===== config.mk =====
export PLATFORM = sky130hd
export DESIGN_NAME = e2r_fifo
export DESIGN_NICKNAME = d
export VERILOG_FILES = /design/src/rtl/e2r_pkg.sv /design/src/rtl/e2r_fifo.sv
export SDC_FILE = /design/constraint.sdc
export NUM_CORES = 1
export LEC_CHECK = 0
export ABC_AREA = 1
export ABC_CLOCK_PERIOD_IN_PS = 5800
export BUFFER_PORTS_ARGS = -buffer_cell sky130_fd_sc_hd__buf_2
export CAP_MARGIN = 25
export CORE_ASPECT_RATIO = 1.25
export CORE_MARGIN = 2
export CORE_UTILIZATION = 40
export DETAILED_ROUTE_END_ITERATION = 10
export HOLD_SLACK_MARGIN = 0.08
export SYNTH_ARGS = -nofsm -noshare
export SYNTH_HDL_FRONTEND = slang
export SYNTH_SLANG_ARGS = --single-unit

===== constraint.sdc =====
create_clock -name clk_i -period 5.8 [get_ports clk_i]
set_input_delay 0.87 -clock clk_i [delete_from_list [all_inputs] [get_ports clk_i]]
set_output_delay 0.87 -clock clk_i [all_outputs]
set_load 0.05 [all_outputs]

===== src/rtl/e2r_pkg.sv =====
// Package for the Euler-angle to rotation-matrix block: CORDIC constants and types.
package e2r_pkg;

  localparam int unsigned Iters = 30;
  localparam int unsigned WorkFrac = 30;
  localparam int unsigned WorkBits = 34;
  localparam int unsigned PhaseBits = 34;
  localparam logic signed [WorkBits-1:0] CordicK = 34'sd652032874;

  typedef logic signed [WorkBits-1:0] work_t;
  typedef logic signed [PhaseBits-1:0] phase_t;

  typedef struct packed {
    work_t sx;
    work_t cx;
    work_t sy;
    work_t cy;
    work_t sz;
    work_t cz;
  } trig_t;

  function automatic phase_t atan_turn(input int unsigned i);
    logic [31:0] v;
    begin
      case (i)
        0: v = 32'h20000000;  1: v = 32'h12E4051E;  2: v = 32'h09FB385B;
        3: v = 32'h051111D4;  4: v = 32'h028B0D43;  5: v = 32'h0145D7E1;
        6: v = 32'h00A2F61E;  7: v = 32'h00517C55;  8: v = 32'h0028BE53;
        9: v = 32'h00145F2F;  10: v = 32'h000A2F98; 11: v = 32'h000517CC;
        12: v = 32'h00028BE6; 13: v = 32'h000145F3; 14: v = 32'h0000A2FA;
        15: v = 32'h0000517D; 16: v = 32'h000028BE; 17: v = 32'h0000145F;
        18: v = 32'h00000A30; 19: v = 32'h00000518; 20: v = 32'h0000028C;
        21: v = 32'h00000146; 22: v = 32'h000000A3; 23: v = 32'h00000051;
        24: v = 32'h00000029; 25: v = 32'h00000014; 26: v = 32'h0000000A;
        27: v = 32'h00000005; 28: v = 32'h00000003; 29: v = 32'h00000001;
        default: v = 32'h0;
      endcase
      atan_turn = phase_t'({2'b00, v});
    end
  endfunction

  // Q30 multiply, rounded half up.
  function automatic work_t mulq(input work_t a, input work_t b);
    logic signed [2*WorkBits-1:0] p;
    begin
      p = a * b + (68'sd1 <<< (WorkFrac - 1));
      mulq = work_t'(p >>> WorkFrac);
    end
  endfunction

endpackage


===== src/rtl/e2r_fifo.sv =====
// Short queue of sine/cosine sets between the front and back parts.
module e2r_fifo import e2r_pkg::*; #(
  parameter int unsigned Depth = 4
) (
  input  logic  clk_i,
  input  logic  rst_ni,
  input  logic  push_i,
  input  trig_t data_i,
  input  logic  pop_i,
  output trig_t data_o,
  output logic  empty_o,
  output logic [$clog2(Depth+1)-1:0] count_o
);

  localparam int unsigned Aw = (Depth > 1) ? $clog2(Depth) : 1;

  trig_t         mem_q [Depth];
  logic [Aw-1:0] wr_q;
  logic [Aw-1:0] rd_q;
  logic [$clog2(Depth+1)-1:0] cnt_q;

  always_ff @(posedge clk_i) begin
    if (push_i) begin
      mem_q[wr_q] <= data_i;
    end
  end

  always_ff @(posedge clk_i or negedge rst_ni) begin
    if (!rst_ni) begin
      wr_q <= '0;
      rd_q <= '0;
      cnt_q <= '0;
    end else begin
      if (push_i) begin
        wr_q <= (wr_q == Aw'(Depth - 1)) ? '0 : wr_q + 1'b1;
      end
      if (pop_i) begin
        rd_q <= (rd_q == Aw'(Depth - 1)) ? '0 : rd_q + 1'b1;
      end
      cnt_q <= cnt_q + (push_i ? 1'b1 : 1'b0) - (pop_i ? 1'b1 : 1'b0);
    end
  end

  assign data_o = mem_q[rd_q];
  assign empty_o = (cnt_q == '0);
  assign count_o = cnt_q;

endmodule


==> results.yml <==
run_status:
  status: "complete, no violations"
synthesis:
  synth_most_common_cell: "nand2_1"
  netlist-cell-type-count: 16
  netlist.area_leader.share_pct: 70.9
  synth_nets: 3463
  synth.avg_cell_area_um2: 10.6
  ys_seq_area_share_pct: 71.4
  async_flop_share_pct: 0.851
  synthTopCellsByCount: "1033 x nand2_1, 829 x inv_1, 816 x edfxtp_1"
  yosysWarnings: 0
  synth_flop_cell: "edfxtp_1"
  synth_edf_count: 816
  synth_area_mm2: 0.0346
  ys_ff_latch: 823
  netlist_instances: 3247
  ys_top_cells_by_area: "edfxtp_1 71%, nand2_1 11%, inv_1 9.0%, nand3_1 5.9%, buf_2 1.5%"
  yosysTopAreaCell: "edfxtp_1"
route:
  dr.pass1.iters: 6
  vias: 22000
  viasPerCell: 4.58
  drt_iter0_markers: 1353
  postRouteAntennaNets: 0
  drc_errors: 0
  wire_per_inst_um: 16.4
  totalWireLength_um: 78800
placement:
  io_buffers: 415
  postPlaceCellArea_mm2: 0.0376
  dp.cells: 4645
  dp_hpwl_um: 45800
  gp_congestion: 0.754
  dp_slack_ps: 2170
pwr:
  swShare_pct: 44.1
  irDropWorstVdd_mv: 0.672
  p_sw_uw: 9760
  p_per_area_mw_per_mm2: 549
  clkPwrFrac_pct: 22.9
  internal_power_uw: 12300
  seq_power_share_pct: 35.9
  p_leak_uw: 0.0186
  pwr-share-comb_pct: 41.2
critical_path:
  cp_max_fo: 53
  crit_start: "rd_q[1]"
  cp-end-kind: "output port"
  critical_path_class: "reg -> out"
  slowest_delay_ps: 920
  startpoint_type: "flop"
  crit_required_ps: 4930
  reg2reg_from: "wr_q[0]"
  crit_slowest_cell: "dfrtp_4"
  path_delay_family: "buffers and inverters"
  crit_chain: "buf_4, buf_4, nand3_1, nand2_1, buf_2"
  arrival_ps: 3390
  crit_path_frequent_cell: "buf_4"
  worst-path-buf-inv: 3
timing:
  slew_viol_final: 0
  setup_viol: 0
  fin_worst_skew_ps: 19.3
  timing.fmax_mhz: 235
  fin_tns_setup_ps: 0
  period_share_pct: 73.5
  period_needed_ps: 4260
  fin_ws_ps: 1540
  worstMarginPinSlew_ps: 1130
  max_slew_margin_pct: 24.4
  finalHoldViolCount: 0
  rsz0062_at_grt: "no"
cts:
  cts_hold_buf: 1
  cts_buffers: 83
  clockRootBuffer: "clkbuf_16"
  numClockSinks: 823
  cts.clk_slew.worst_paths_ps: 60
  insertion_delay_ps: 620
  htreeDepth: 3
  cts_resized: 0
  cts_tree: "yes"
  clk_path_buf_depth: 3
  cts_setup_buffers: 0
global_routing:
  first_global_vias: 21600
  grt_first_pass_wirelength_um: 120000
  antenna_found_initial: 36
  track_usage_pct: 17.7
  grt_max_degree: 189
  grt_overflow: 0
floorplan:
  die_w_um: 267
  num_io_pins: 416
  core.rowCount: 120
  start_util_pct: 40.4
  die_h_um: 333
  dieArea_mm2: 0.0888
  fp.coreArea_mm2: 0.0856
worst_hold_path:
  hold_path_startpoint: "data_i[155]"
  hold_class: "in -> reg"
final_layout:
  area_growth_syn_to_layout_pct: 16.5
  fillers: 7782
  multi_input_area_mm2: 0.00606
  nNetsFinal: 3850
  drive_above_1_share_pct: 15.0
  final_util_pct: 47.1
  final_cell_area_mm2: 0.0403
  stdcell_count: 4811
  regArea_mm2: 0.0247
job:
  maxCapViolCount: 0
## kinds of logic (layout without fill, tap and decap cells)
kind of cell	count (synthesis)	count (layout)	share of synthesized area, %
AO/OA/AOI/OAI	4	4	0.0579
adder cells (fa/ha/maj)	8	8	0.311
buffers and inverters	967	1417	11.1
flip-flops	823	823	71.4
other	0	16	0
AND/OR/NAND/NOR	1445	1445	17.2
## power groups by stage
stage          registers [µW]  logic, µW  clock network (µW)
6_report                 7940       9100                5060
5_1_grt                  8020       9820                5420
4_1_cts                  7950       9240                5190
3_5_place_dp             8070       9210                   0
3_3_place_gp             8050       9170                   0
2_1_floorplan            8120       6810                   0
## final timing paths
check                                     end  slack, ps  cells after the start
worst max register to register  mem_q[2][139]       3430                      5
worst min register to register        wr_q[0]        600                      3
worst max-delay path               data_o[73]       1540                      5
max in group asynchronous             rd_q[1]       5000                      2
worst min-delay path            mem_q[1][155]        450                      1
min in group asynchronous          count_o[2]        620                      2
## cell type report
| type | instances | area share [%] |
|---|---|---|
| diodes | 16 | 0.0994 |
| clock buffers | 105 | 5.47 |
| clock inverters | 43 | 0.885 |
| inverters | 831 | 7.85 |
| multi-input cells | 1457 | 15.1 |
| flip-flops and latches | 823 | 61.3 |
| well taps | 1098 | 3.41 |
| repair buffers | 438 | 5.95 |
## placed cells by master (no fill, tap or decap), types with 2 or more instances in the layout
master / n
o21ai_0: 4
diode_2: 16
clkinv_2: 9
clkbuf_1: 20
clkinvlp_4: 5
dfrtp_1: 5
buf_4: 11
nor2_1: 2
clkinv_1: 19
clkbuf_16: 85
nand3_1: 409
ha_1: 7
buf_2: 415
buf_12: 10
dfrtp_4: 2
clkinv_8: 4
bufinv_16: 4
nand2_1: 1033
inv_8: 6
edfxtp_1: 816
inv_1: 825
## worst reg2reg max path, cell delays in order, from the launching register on
cell and delay (ps):
dfrtp_1 410, inv_1 110, ha_1 150, nand2_1 120
inv_8 420, buf_4 750
## registers in the layout (all words and copies together), names as in the netlist
register and flops:
rd_q 2, mem_q 816, count_o 3, wr_q 2
## layer usage
metal / GRT usage (%) / part of all wire [%] / vias up
li1: - / - / 10900
met2: 30.9 / 51 / 556
met3: 4.48 / 6.5 / 168
met4: 7.69 / 3.4 / 34
met1: 20.4 / 39 / 10300
met5: 0 / 0.27 / -
## per-stage QoR
step | power [µW] | hold slack (ps)
after floorplan | 14900 | 558
after CTS | 22400 | 395
after global placement | 17200 | 591
after detailed placement | 17300 | 598
after global routing | 23300 | 412
final | 22100 | 450
(Power assumes the default switching activity.)
